## src/sv/sbpd_pkg.sv

```systemverilog
// Shared types and constants for the six-bit blob packet decoder.
// No dependencies; every other file except sbpd_ram refers to this package by scoped names.
`default_nettype none

package sbpd_pkg;

    localparam int CHANNELS = 32;
    localparam int CH_W     = (CHANNELS > 1) ? $clog2(CHANNELS) : 1;
    localparam int TOT_W    = $clog2(CHANNELS * 65535 + 1);
    localparam int CHAN_W   = 5;
    localparam int QDEPTH   = 2;
    localparam int QAW      = $clog2(QDEPTH);
    localparam int RANGE_W  = 32;

    localparam logic KIND_HEADER = 1'b0;
    localparam logic KIND_BLOB   = 1'b1;

    typedef enum logic {
        PH_HEADER,
        PH_BLOBS
    } phase_t;

    typedef enum logic [1:0] {
        B_IDLE,
        B_SEARCH,
        B_HOLD
    } back_state_t;

    typedef struct packed {
        logic              kind;
        logic              last;
        logic              lookup;
        logic [TOT_W-1:0]  number;
        logic [31:0]       f0;
        logic [5:0][15:0]  fv;
    } item_t;

    typedef struct packed {
        logic              kind;
        logic              last;
        logic [CHAN_W-1:0] channel;
        logic [15:0]       first_index;
        logic [15:0]       blob_count;
        logic [31:0]       area;
        logic [15:0]       center_x;
        logic [15:0]       center_y;
        logic [15:0]       left_edge;
        logic [15:0]       right_edge;
        logic [15:0]       top_edge;
        logic [15:0]       bottom_edge;
    } result_t;

endpackage

`default_nettype wire

```

## src/sv/sbpd_ram.sv

```systemverilog
// Generic single-write, single-read RAM with registered read data.
// No dependencies.
`default_nettype none

module sbpd_ram #(
    parameter int WIDTH = 32,
    parameter int DEPTH = 32,
    localparam int AW = (DEPTH > 1) ? $clog2(DEPTH) : 1
) (
    input  wire logic             aclk,
    input  wire logic             we,
    input  wire logic [AW-1:0]    waddr,
    input  wire logic [WIDTH-1:0] wdata,
    input  wire logic [AW-1:0]    raddr,
    output logic      [WIDTH-1:0] rdata
);

    logic [WIDTH-1:0] mem_reg [DEPTH];
    logic [WIDTH-1:0] rdata_reg;

    always_ff @(posedge aclk) begin
        if (we) begin
            mem_reg[waddr] <= wdata;
        end
        rdata_reg <= mem_reg[raddr];
    end

    assign rdata = rdata_reg;

endmodule

`default_nettype wire

```

## src/sv/sbpd_front.sv

```systemverilog
// Byte front end: tracks frame position, assembles six-bit digits into fields
// and pushes one work item per finished header entry or blob record. Uses sbpd_pkg.
`default_nettype none

module sbpd_front (
    input  wire logic          aclk,
    input  wire logic          aresetn,
    input  wire logic          mode_new,
    input  wire logic          accept,
    input  wire logic [7:0]    byte_value,
    input  wire logic          start_of_frame,
    output logic               push,
    output sbpd_pkg::item_t    push_item
);

    sbpd_pkg::phase_t               phase_reg, phase_next, ph;
    logic [3:0]                     pos_reg, pos_next, p;
    logic [sbpd_pkg::TOT_W-1:0]     num_reg, num_next, nb;
    logic [sbpd_pkg::TOT_W-1:0]     total_reg, total_next, tb, tot_sum;
    logic [31:0]                    acc_reg, acc_next;
    logic [31:0]                    f0_reg, f0_next;
    logic [5:0][15:0]               fv_reg, fv_next;
    logic [31:0]                    d, cmb;
    logic [4:0]                     len;
    logic [3:0]                     q;
    logic                           done, hdr_end, blob_end;

    always_comb begin
        d   = {24'd0, byte_value} - 32'd1;
        cmb = {acc_reg[25:0], 6'd0} | d;
        ph  = start_of_frame ? sbpd_pkg::PH_HEADER : phase_reg;
        p   = start_of_frame ? 4'd0 : pos_reg;
        nb  = start_of_frame ? '0 : num_reg;
        tb  = start_of_frame ? '0 : total_reg;
        q   = p - 4'd4;

        acc_next = acc_reg;
        f0_next  = (p == 4'd0) ? 32'd0 : f0_reg;
        fv_next  = (p == 4'd0) ? '0 : fv_reg;

        if (ph == sbpd_pkg::PH_HEADER) begin
            len = mode_new ? 5'd4 : 5'd2;
            if (!mode_new) begin
                if (p == 4'd0) begin
                    f0_next = {16'd0, d[15:0]};
                end else if (p == 4'd1) begin
                    fv_next[0] = d[15:0];
                end
            end else if (p < 4'd4) begin
                if (!p[0]) begin
                    acc_next = d;
                end else if (!p[1]) begin
                    f0_next = {16'd0, cmb[15:0]};
                end else begin
                    fv_next[0] = cmb[15:0];
                end
            end
        end else begin
            len = mode_new ? 5'd16 : 5'd10;
            if (p < 4'd4) begin
                acc_next = (p == 4'd0) ? d : cmb;
                if (p == 4'd3) begin
                    f0_next = cmb;
                end
            end else if (!mode_new) begin
                if (p < 4'd10) begin
                    fv_next[q[2:0]] = d[15:0];
                end
            end else begin
                if (!q[0]) begin
                    acc_next = d;
                end else begin
                    fv_next[q[3:1]] = cmb[15:0];
                end
            end
        end

        done     = ({1'b0, p} + 5'd1) >= len;
        tot_sum  = tb + sbpd_pkg::TOT_W'(fv_next[0]);
        hdr_end  = (nb + 1'b1) >= sbpd_pkg::TOT_W'(sbpd_pkg::CHANNELS);
        blob_end = (nb + 1'b1) >= tb;

        push_item.kind   = (ph == sbpd_pkg::PH_HEADER) ? sbpd_pkg::KIND_HEADER
                                                       : sbpd_pkg::KIND_BLOB;
        push_item.last   = (ph == sbpd_pkg::PH_HEADER) ? (hdr_end && (tot_sum == '0))
                                                       : blob_end;
        push_item.lookup = mode_new;
        push_item.number = nb;
        push_item.f0     = f0_next;
        push_item.fv     = fv_next;
        push             = accept && done;

        pos_next   = p + 4'd1;
        phase_next = ph;
        num_next   = nb;
        total_next = tb;
        if (done) begin
            pos_next = 4'd0;
            if (ph == sbpd_pkg::PH_HEADER) begin
                total_next = tot_sum;
                num_next   = nb + 1'b1;
                if (hdr_end) begin
                    num_next = '0;
                    if (tot_sum == '0) begin
                        phase_next = sbpd_pkg::PH_HEADER;
                    end else begin
                        phase_next = sbpd_pkg::PH_BLOBS;
                    end
                end
            end else begin
                num_next = nb + 1'b1;
                if (blob_end) begin
                    phase_next = sbpd_pkg::PH_HEADER;
                    num_next   = '0;
                    total_next = '0;
                end
            end
        end
    end

    always_ff @(posedge aclk) begin
        if (!aresetn) begin
            phase_reg <= sbpd_pkg::PH_HEADER;
            pos_reg   <= 4'd0;
            num_reg   <= '0;
            total_reg <= '0;
            acc_reg   <= 32'd0;
        end else if (accept) begin
            phase_reg <= phase_next;
            pos_reg   <= pos_next;
            num_reg   <= num_next;
            total_reg <= total_next;
            acc_reg   <= acc_next;
        end
    end

    always_ff @(posedge aclk) begin
        if (accept) begin
            f0_reg <= f0_next;
            fv_reg <= fv_next;
        end
    end

endmodule

`default_nettype wire

```

## src/sv/sbpd_queue.sv

```systemverilog
// Short FIFO of work items between the front end and the back end.
// Uses sbpd_pkg.
`default_nettype none

module sbpd_queue (
    input  wire logic             aclk,
    input  wire logic             aresetn,
    input  wire logic             push,
    input  wire sbpd_pkg::item_t  push_item,
    output logic                  full,
    input  wire logic             pop,
    output sbpd_pkg::item_t       pop_item,
    output logic                  not_empty
);

    sbpd_pkg::item_t          slot_reg [sbpd_pkg::QDEPTH];
    logic [sbpd_pkg::QAW-1:0] wr_ptr_reg, rd_ptr_reg;
    logic [sbpd_pkg::QAW:0]   count_reg, count_next;

    assign full      = (count_reg == (sbpd_pkg::QAW+1)'(sbpd_pkg::QDEPTH));
    assign not_empty = (count_reg != '0);
    assign pop_item  = slot_reg[rd_ptr_reg];

    always_comb begin
        count_next = count_reg;
        if (push && !pop) begin
            count_next = count_reg + 1'b1;
        end else if (pop && !push) begin
            count_next = count_reg - 1'b1;
        end
    end

    always_ff @(posedge aclk) begin
        if (!aresetn) begin
            wr_ptr_reg <= '0;
            rd_ptr_reg <= '0;
            count_reg  <= '0;
        end else begin
            if (push) begin
                wr_ptr_reg <= wr_ptr_reg + 1'b1;
            end
            if (pop) begin
                rd_ptr_reg <= rd_ptr_reg + 1'b1;
            end
            count_reg <= count_next;
        end
    end

    always_ff @(posedge aclk) begin
        if (push) begin
            slot_reg[wr_ptr_reg] <= push_item;
        end
    end

endmodule

`default_nettype wire

```

## src/sv/sbpd_back.sv

```systemverilog
// Back end: records header ranges in the range RAM, scans it for a new-format
// blob's channel and drives the result register. Uses sbpd_pkg and sbpd_ram.
`default_nettype none

module sbpd_back (
    input  wire logic             aclk,
    input  wire logic             aresetn,
    input  wire sbpd_pkg::item_t  q_item,
    input  wire logic             q_valid,
    output logic                  q_pop,
    output logic                  m_valid,
    output sbpd_pkg::result_t     m_result,
    input  wire logic             m_ready
);

    localparam logic [sbpd_pkg::CH_W-1:0] LAST_CH = sbpd_pkg::CH_W'(sbpd_pkg::CHANNELS - 1);

    sbpd_pkg::back_state_t          state_reg, state_next;
    sbpd_pkg::item_t                item_reg;
    logic [sbpd_pkg::CH_W-1:0]      scan_reg, chk_reg;
    logic [sbpd_pkg::CHAN_W-1:0]    chan_reg;
    logic                           rd_valid_reg;
    logic                           m_valid_reg;
    sbpd_pkg::result_t              m_result_reg;

    logic                           slot_free, load;
    sbpd_pkg::result_t              res;
    logic                           ram_we;
    logic [sbpd_pkg::RANGE_W-1:0]   ram_rdata;
    logic [16:0]                    range_end;
    logic                           match, found, ended;

    function automatic sbpd_pkg::result_t blob_result(sbpd_pkg::item_t it,
                                                      logic [sbpd_pkg::CHAN_W-1:0] ch);
        sbpd_pkg::result_t r;
        r.kind        = sbpd_pkg::KIND_BLOB;
        r.last        = it.last;
        r.channel     = ch;
        r.first_index = 16'd0;
        r.blob_count  = 16'd0;
        r.area        = it.f0;
        r.center_x    = it.fv[0];
        r.center_y    = it.fv[1];
        r.left_edge   = it.fv[2];
        r.right_edge  = it.fv[3];
        r.top_edge    = it.fv[4];
        r.bottom_edge = it.fv[5];
        return r;
    endfunction

    sbpd_ram #(
        .WIDTH(sbpd_pkg::RANGE_W),
        .DEPTH(sbpd_pkg::CHANNELS)
    ) u_ranges (
        .aclk  (aclk),
        .we    (ram_we),
        .waddr (q_item.number[sbpd_pkg::CH_W-1:0]),
        .wdata ({q_item.fv[0], q_item.f0[15:0]}),
        .raddr (scan_reg),
        .rdata (ram_rdata)
    );

    assign slot_free = !m_valid_reg || m_ready;
    assign range_end = {1'b0, ram_rdata[15:0]} + {1'b0, ram_rdata[31:16]};
    assign match     = (item_reg.number >= sbpd_pkg::TOT_W'(ram_rdata[15:0]))
                    && (item_reg.number < sbpd_pkg::TOT_W'(range_end));
    assign found     = rd_valid_reg && match;
    assign ended     = rd_valid_reg && (chk_reg == LAST_CH);

    always_comb begin
        state_next = state_reg;
        unique case (state_reg)
            sbpd_pkg::B_IDLE: begin
                if (q_valid && slot_free && (q_item.kind == sbpd_pkg::KIND_BLOB)
                        && q_item.lookup) begin
                    state_next = sbpd_pkg::B_SEARCH;
                end
            end
            sbpd_pkg::B_SEARCH: begin
                if (found || ended) begin
                    state_next = sbpd_pkg::B_HOLD;
                end
            end
            sbpd_pkg::B_HOLD: begin
                if (slot_free) begin
                    state_next = sbpd_pkg::B_IDLE;
                end
            end
            default: state_next = sbpd_pkg::B_IDLE;
        endcase
    end

    always_comb begin
        q_pop  = 1'b0;
        ram_we = 1'b0;
        load   = 1'b0;
        res    = blob_result(item_reg, chan_reg);
        unique case (state_reg)
            sbpd_pkg::B_IDLE: begin
                if (q_valid && slot_free) begin
                    q_pop = 1'b1;
                    if (q_item.kind == sbpd_pkg::KIND_HEADER) begin
                        ram_we          = 1'b1;
                        load            = 1'b1;
                        res             = '0;
                        res.kind        = sbpd_pkg::KIND_HEADER;
                        res.last        = q_item.last;
                        res.channel     = q_item.number[sbpd_pkg::CHAN_W-1:0];
                        res.first_index = q_item.f0[15:0];
                        res.blob_count  = q_item.fv[0];
                    end else if (!q_item.lookup) begin
                        load = 1'b1;
                        res  = blob_result(q_item, '0);
                    end
                end
            end
            sbpd_pkg::B_SEARCH: begin
                load = 1'b0;
            end
            sbpd_pkg::B_HOLD: begin
                load = slot_free;
            end
            default: load = 1'b0;
        endcase
    end

    always_ff @(posedge aclk) begin
        if (!aresetn) begin
            state_reg    <= sbpd_pkg::B_IDLE;
            rd_valid_reg <= 1'b0;
            m_valid_reg  <= 1'b0;
        end else begin
            state_reg    <= state_next;
            rd_valid_reg <= (state_reg == sbpd_pkg::B_SEARCH) && !found && !ended;
            if (load) begin
                m_valid_reg <= 1'b1;
            end else if (m_ready) begin
                m_valid_reg <= 1'b0;
            end
        end
    end

    always_ff @(posedge aclk) begin
        if (q_pop) begin
            item_reg <= q_item;
        end
        if (state_reg != sbpd_pkg::B_SEARCH) begin
            scan_reg <= '0;
        end else if (scan_reg != LAST_CH) begin
            scan_reg <= scan_reg + 1'b1;
        end
        chk_reg <= scan_reg;
        if (found) begin
            chan_reg <= sbpd_pkg::CHAN_W'(chk_reg);
        end else if (ended) begin
            chan_reg <= '0;
        end
        if (load) begin
            m_result_reg <= res;
        end
    end

    assign m_valid  = m_valid_reg;
    assign m_result = m_result_reg;

endmodule

`default_nettype wire

```

## src/sv/sixbit_blob_packet_decoder_core.sv

```systemverilog
// Six-bit blob packet decoder, top level: configuration register, front end,
// work queue and back end. Uses sbpd_pkg, sbpd_front, sbpd_queue and sbpd_back.
//
// Usage: frame bytes enter on the s_ stream, one byte per transaction, with
// s_tuser marking the first byte of a frame. Each finished header entry and
// each finished blob record leaves as one transaction on the m_ stream;
// m_tuser is the kind (header entry or blob) and m_tlast flags the final
// result of the frame. cfg_wr_en/cfg_wr_data set the format (0 old, 1 new)
// between frames or while the block is idle.
// Path: a header entry or an old-format blob passes through the work queue
// into the result register. A new-format blob scans the channel range RAM
// one entry per cycle until it finds its channel or reaches the last entry.
// Throughput: one byte per cycle while the two-item work queue has room; a
// new-format blob occupies the back end until its scan ends and it is loaded.
// Reset: aresetn low clears frame tracking, the queue and the result valid
// flag and selects the old format; the next byte starts a frame. A stalled
// receiver holds m_ data steady; the queue then fills and s_tready drops.
`default_nettype none

module sixbit_blob_packet_decoder_core (
    input  wire logic          aclk,
    input  wire logic          aresetn,
    input  wire logic          cfg_wr_en,
    input  wire logic [0:0]    cfg_wr_data,  // [0] format_mode
    input  wire logic          s_tvalid,
    output logic               s_tready,
    input  wire logic [7:0]    s_tdata,      // [7:0] byte_value
    input  wire logic [0:0]    s_tuser,      // [0] start_of_frame
    output logic               m_tvalid,
    input  wire logic          m_tready,
    // [4:0] channel, [20:5] first_index, [36:21] blob_count, [68:37] area,
    // [84:69] center_x, [100:85] center_y, [116:101] left_edge,
    // [132:117] right_edge, [148:133] top_edge, [164:149] bottom_edge,
    // [167:165] zero
    output logic [167:0]       m_tdata,
    output logic [0:0]         m_tuser,      // [0] kind
    output logic               m_tlast
);

    logic                mode_reg;
    logic                accept, push, q_full, q_pop, q_valid;
    sbpd_pkg::item_t     push_item, q_item;
    sbpd_pkg::result_t   res;

    always_ff @(posedge aclk) begin
        if (!aresetn) begin
            mode_reg <= 1'b0;
        end else if (cfg_wr_en) begin
            mode_reg <= cfg_wr_data[0];
        end
    end

    assign s_tready = !q_full;
    assign accept   = s_tvalid && s_tready;

    sbpd_front u_front (
        .aclk           (aclk),
        .aresetn        (aresetn),
        .mode_new       (mode_reg),
        .accept         (accept),
        .byte_value     (s_tdata),
        .start_of_frame (s_tuser[0]),
        .push           (push),
        .push_item      (push_item)
    );

    sbpd_queue u_queue (
        .aclk      (aclk),
        .aresetn   (aresetn),
        .push      (push),
        .push_item (push_item),
        .full      (q_full),
        .pop       (q_pop),
        .pop_item  (q_item),
        .not_empty (q_valid)
    );

    sbpd_back u_back (
        .aclk     (aclk),
        .aresetn  (aresetn),
        .q_item   (q_item),
        .q_valid  (q_valid),
        .q_pop    (q_pop),
        .m_valid  (m_tvalid),
        .m_result (res),
        .m_ready  (m_tready)
    );

    assign m_tdata = {3'd0, res.bottom_edge, res.top_edge, res.right_edge, res.left_edge,
                      res.center_y, res.center_x, res.area, res.blob_count,
                      res.first_index, res.channel};
    assign m_tuser = res.kind;
    assign m_tlast = res.last;

endmodule

`default_nettype wire
```

## config.mk

```make
export PLATFORM = sky130hd
export DESIGN_NAME = sixbit_blob_packet_decoder_core
export DESIGN_NICKNAME = d
export VERILOG_FILES = /design/src/sv/sbpd_pkg.sv /design/src/sv/sbpd_ram.sv /design/src/sv/sbpd_front.sv /design/src/sv/sbpd_queue.sv /design/src/sv/sbpd_back.sv /design/src/sv/sixbit_blob_packet_decoder_core.sv
export SDC_FILE = /design/constraint.sdc
export NUM_CORES = 2
export LEC_CHECK = 0
export ABC_AREA = 1
export BUFFER_PORTS_ARGS = -buffer_cell sky130_fd_sc_hd__buf_2
export CORE_AREA = 4 4 396 398
export CTS_BUF_LIST = sky130_fd_sc_hd__clkbuf_2 sky130_fd_sc_hd__clkbuf_4 sky130_fd_sc_hd__clkbuf_8
export DETAILED_ROUTE_END_ITERATION = 7
export DIE_AREA = 0 0 400 402
export PLACE_DENSITY_LB_ADDON = 0.15
export SYNTH_ARGS = -nofsm -noshare
export SYNTH_HDL_FRONTEND = slang
export SYNTH_SLANG_ARGS = --single-unit
```

## constraint.sdc

```tcl
create_clock -name aclk -period 12.6 [get_ports aclk]
set_input_delay 0.63 -clock aclk [delete_from_list [all_inputs] [get_ports aclk]]
set_output_delay 0.63 -clock aclk [all_outputs]
set_load 0.02 [all_outputs]
```

==> flow_summary_export.csv <==
group,metric,value,unit
run_status,status,"complete, no violations",
setup_path,rr_worst_depth,15,
logic_synthesis,synth_warnings,0,
global_route,gr-total-overflow,0,
logic_synthesis,netlist_top_cells_area,"edfxtp_1 (69%), o21ai_0 (6.5%), nand2_1 (4.0%)",
setup_path,r2r_start,"mode_reg$_SDFFE_PN0P_",
global_route,grtUsageMet1,37.0,%
setup_path,crit_arrival,6.58,ns
timing,setup_viol_count_final,0,
placed_design,port_buffers,183,
setup_path,required,13.17,ns
global_route,grtUsageTotal,26.7,%
cells_and_area,stdcell_count,8949,
pwr,p_int,12.8,mW
logic_synthesis,synthCells,6402,
placed_design,place_congestion,0.893,
global_route,grt_start_max_net_pins,184,
global_route,grt_util_met3,4.81,%
pwr,switchingPower,6.36,mW
cells_and_area,layout.nets,6787,
setup_path,path_max_fanout,141,
placed_design,dpl_cell_area,0.0811,mm^2
cells_and_area,final_area,0.0873,mm^2
floorplan,die_x,400,um
logic_synthesis,syn_area,0.0777,mm^2
setup_path,endpoint_kind,"flop",
global_route,grt_antenna_before_repair,10,
setup_path,cp-start-kind,"flop",
worst_hold_path,hold_class,"in2reg",
pwr,swShare,33.2,%
detailed_routing,vias,52047,
cts,insertion_delay,1.01,ns
timing,finalCriticalPeriod,6.01,ns
timing,totalNegativeSetupSlack,0,ns
logic_synthesis,ys_async_sr_fraction,0,%
timing,final_max_slew_viol_count,0,
logic_synthesis,synth_common_cells,"edfxtp_1 (1778), o21ai_0 (1011), nand2_1 (825), nor2_1 (825), inv_1 (418)",
logic_synthesis,synth_edf_count,1778,
setup_path,cp-startpoint,"mode_reg$_SDFFE_PN0P_",
cts,clockBufferDepth,4,
cells_and_area,largest_reg_flops,1024,
logic_synthesis,synth.avg_cell_area,12.1,um^2
detailed_routing,vias_per_cell,5.82,
floorplan,dieArea,0.161,mm^2
floorplan,fp.dieH,402,um
pwr,pwr-share-clk,27.8,%
timing,tightest_slew,1.27,ns
logic_synthesis,synth.distinct_cells,62,
setup_path,cp-endpoint,"u_queue.slot_reg[1][77]$_DFFE_PP_",
logic_synthesis,yosysSeqAreaShare,71.9,%
timing,hold_viol_final,0,
pwr,p_comb_share,25.0,%
cts,root_buffer,"clkbuf_8",
setup_path,crit_type,"reg2reg",
setup_path,r2r_end,"u_queue.slot_reg[1][77]$_DFFE_PP_",
logic_synthesis,synth_top_area_cell,"edfxtp_1",
detailed_routing,drcViolationCount,0,
detailed_routing,drtPass1Iterations,6,
pwr,power_density,220,mW/mm^2
cts,cts_buffers,325,
timing,clock_skew,0.0866,ns
placed_design,dp.cells,8386,
placed_design,hpwl,119000,um
floorplan,pin_count,187,
detailed_routing,wl_per_cell,24.2,um
global_route,grt_pass1_wl,321000,um
detailed_routing,ant_nets,0,
pwr,pwr-share-seq,47.2,%
logic_synthesis,yosys.cell_count.top_type,"edfxtp_1",
floorplan,rows,144,
timing,holdWs,0.222,ns
timing,clock.fmax,166,MHz
global_route,met2_usage,42.6,%
timing,rsz0062_at_grt,"no",
global_route,first_global_vias,50016,
floorplan,initial_utilization,50.7,%
job,maxCapViolCount,0,
pwr,peakVddDrop,0.000653,V
logic_synthesis,ys_dominant_reg_cell,"edfxtp_1",
cts,cts.clk_slew.worst_paths,0.06,ns
floorplan,fp.coreArea,0.153,mm^2
detailed_routing,drt_wl_total,217000,um
detailed_routing,drtIter0Drc,5394,
logic_synthesis,synth_top_area_share,68.7,%
cells_and_area,synthToLayoutAreaGrowth,12.3,%
setup_path,rrSetupSlack,6.59,ns
pwr,leakage,31.6,nW
cells_and_area,drive_gt1_share,13.3,%
logic_synthesis,ys_ff_latch,1903,
cts,cts.htree.levels,5,
global_route,busiest_layer,"met2",
cts,cts_tree,"yes",
timing,slew_headroom,15.4,%
cts,cts.sink_count,1903,
timing,period_share,47.7,%
==> how the worst min path moves through the flow <==
stage                                                   from                                  to  slack (ns)  cells past startpoint
final                                             s_tdata[2]     u_front.acc_reg[2]$_SDFFE_PN0P_        0.22                      4
after global routing                              s_tdata[2]     u_front.acc_reg[2]$_SDFFE_PN0P_        0.20                      4
after CTS                                         s_tdata[2]     u_front.acc_reg[2]$_SDFFE_PN0P_        0.15                      4
after detailed placement  u_front.total_reg[11]$_SDFFE_PN0P_  u_front.total_reg[11]$_SDFFE_PN0P_        0.46                      2
after global placement    u_front.total_reg[19]$_SDFFE_PN0P_  u_front.total_reg[19]$_SDFFE_PN0P_        0.45                      2
after floorplan              u_back.scan_reg[1]$_SDFFE_PP0P_           u_back.chk_reg[1]$_DFF_P_        0.35                      0
==> worst max-delay path, cell delays in order, from the launching register on <==
cell	delay, ns
dfxtp_1	0.74
inv_1	0.43
nor2_1	0.28
inv_1	0.31
ha_1	0.42
inv_1	0.05
o21bai_1	0.13
a31oi_1	0.10
nand2_1	0.06
buf_4	0.35
clkinv_1	0.11
buf_4	0.24
nor2_1	0.78
inv_1	0.27
nor2_4	0.42
buf_12	0.48
==> metal layers <==
layer  part of all wire [%]  vias up
met5                  0.025        -
met4                    3.3        8
met3                    7.8      402
met2                     48     2204
met1                     41    25730
li1                       -    23703
==> power by group through the flow <==
stage          sequential [mW]  combinational (mW)  clock, mW
2_1_floorplan             9.55                2.60          0
3_3_place_gp              9.15                4.74          0
3_5_place_dp              9.16                4.82          0
4_1_cts                   9.05                4.83       5.43
5_1_grt                   9.12                5.29       5.74
6_report                  9.05                4.80       5.33
==> timing repair <==
| action | 4_1_cts | 5_1_grt |
|---|---|---|
| hold buffers | 4 | 0 |
| hold endpoints to repair | 4 | 0 |
| setup buffers | 0 | 0 |
| resized for setup | 0 | 0 |
==> placed cells by master (no fill, tap or decap), types with 41 or more instances in the layout <==
| cell | netlist | final |
|---|---|---|
| edfxtp_1 | 1778 | 1778 |
| o21ai_0 | 1011 | 1011 |
| nand2_1 | 825 | 823 |
| nor2_1 | 825 | 789 |
| inv_1 | 418 | 412 |
| clkbuf_8 | 0 | 343 |
| buf_2 | 2 | 183 |
| o22ai_1 | 154 | 154 |
| nand3_1 | 154 | 153 |
| o221ai_1 | 152 | 152 |
| a21oi_1 | 150 | 150 |
| clkbuf_4 | 0 | 130 |
| buf_4 | 3 | 120 |
| dfxtp_1 | 125 | 119 |
| ha_1 | 97 | 97 |
| o211ai_1 | 66 | 66 |
| clkinv_1 | 3 | 59 |
| or2_2 | 41 | 41 |
==> per-stage QoR <==
step	total power, mW	worst slack, ns	util [%]
2_1_floorplan	12.1	2.63	-
3_3_place_gp	13.9	6.23	52.9
3_5_place_dp	14.0	6.17	52.9
4_1_cts	19.3	6.80	56.9
5_1_grt	20.1	6.18	56.9
6_report	19.2	6.59	57.0
==> logic make-up after synthesis <==
logic type / count (synthesis) / synth area share (%)
flip-flops: 1903 / 71.9
XOR/XNOR: 49 / 0.552
buffers and inverters: 794 / 3.90
adder cells (fa/ha/maj): 99 / 1.61
AO/OA/AOI/OAI: 1642 / 12.1
AND/OR/NAND/NOR: 1912 / 9.84
multiplexers: 2 / 0.0274
other: 1 / 0.00482
==> area by class of cell <==
cell class | instances | area, um^2
repair buffers | 313 | 1980
clock buffers | 473 | 5700
inverters | 423 | 1620
well taps | 2044 | 2560
diodes | 3 | 7.51
clock inverters | 83 | 462
multi-input cells | 3707 | 19100
flip-flops and latches | 1903 | 55900
fillers | 12608 | 66000
Note: power is estimated with default switching activity, not from simulation.
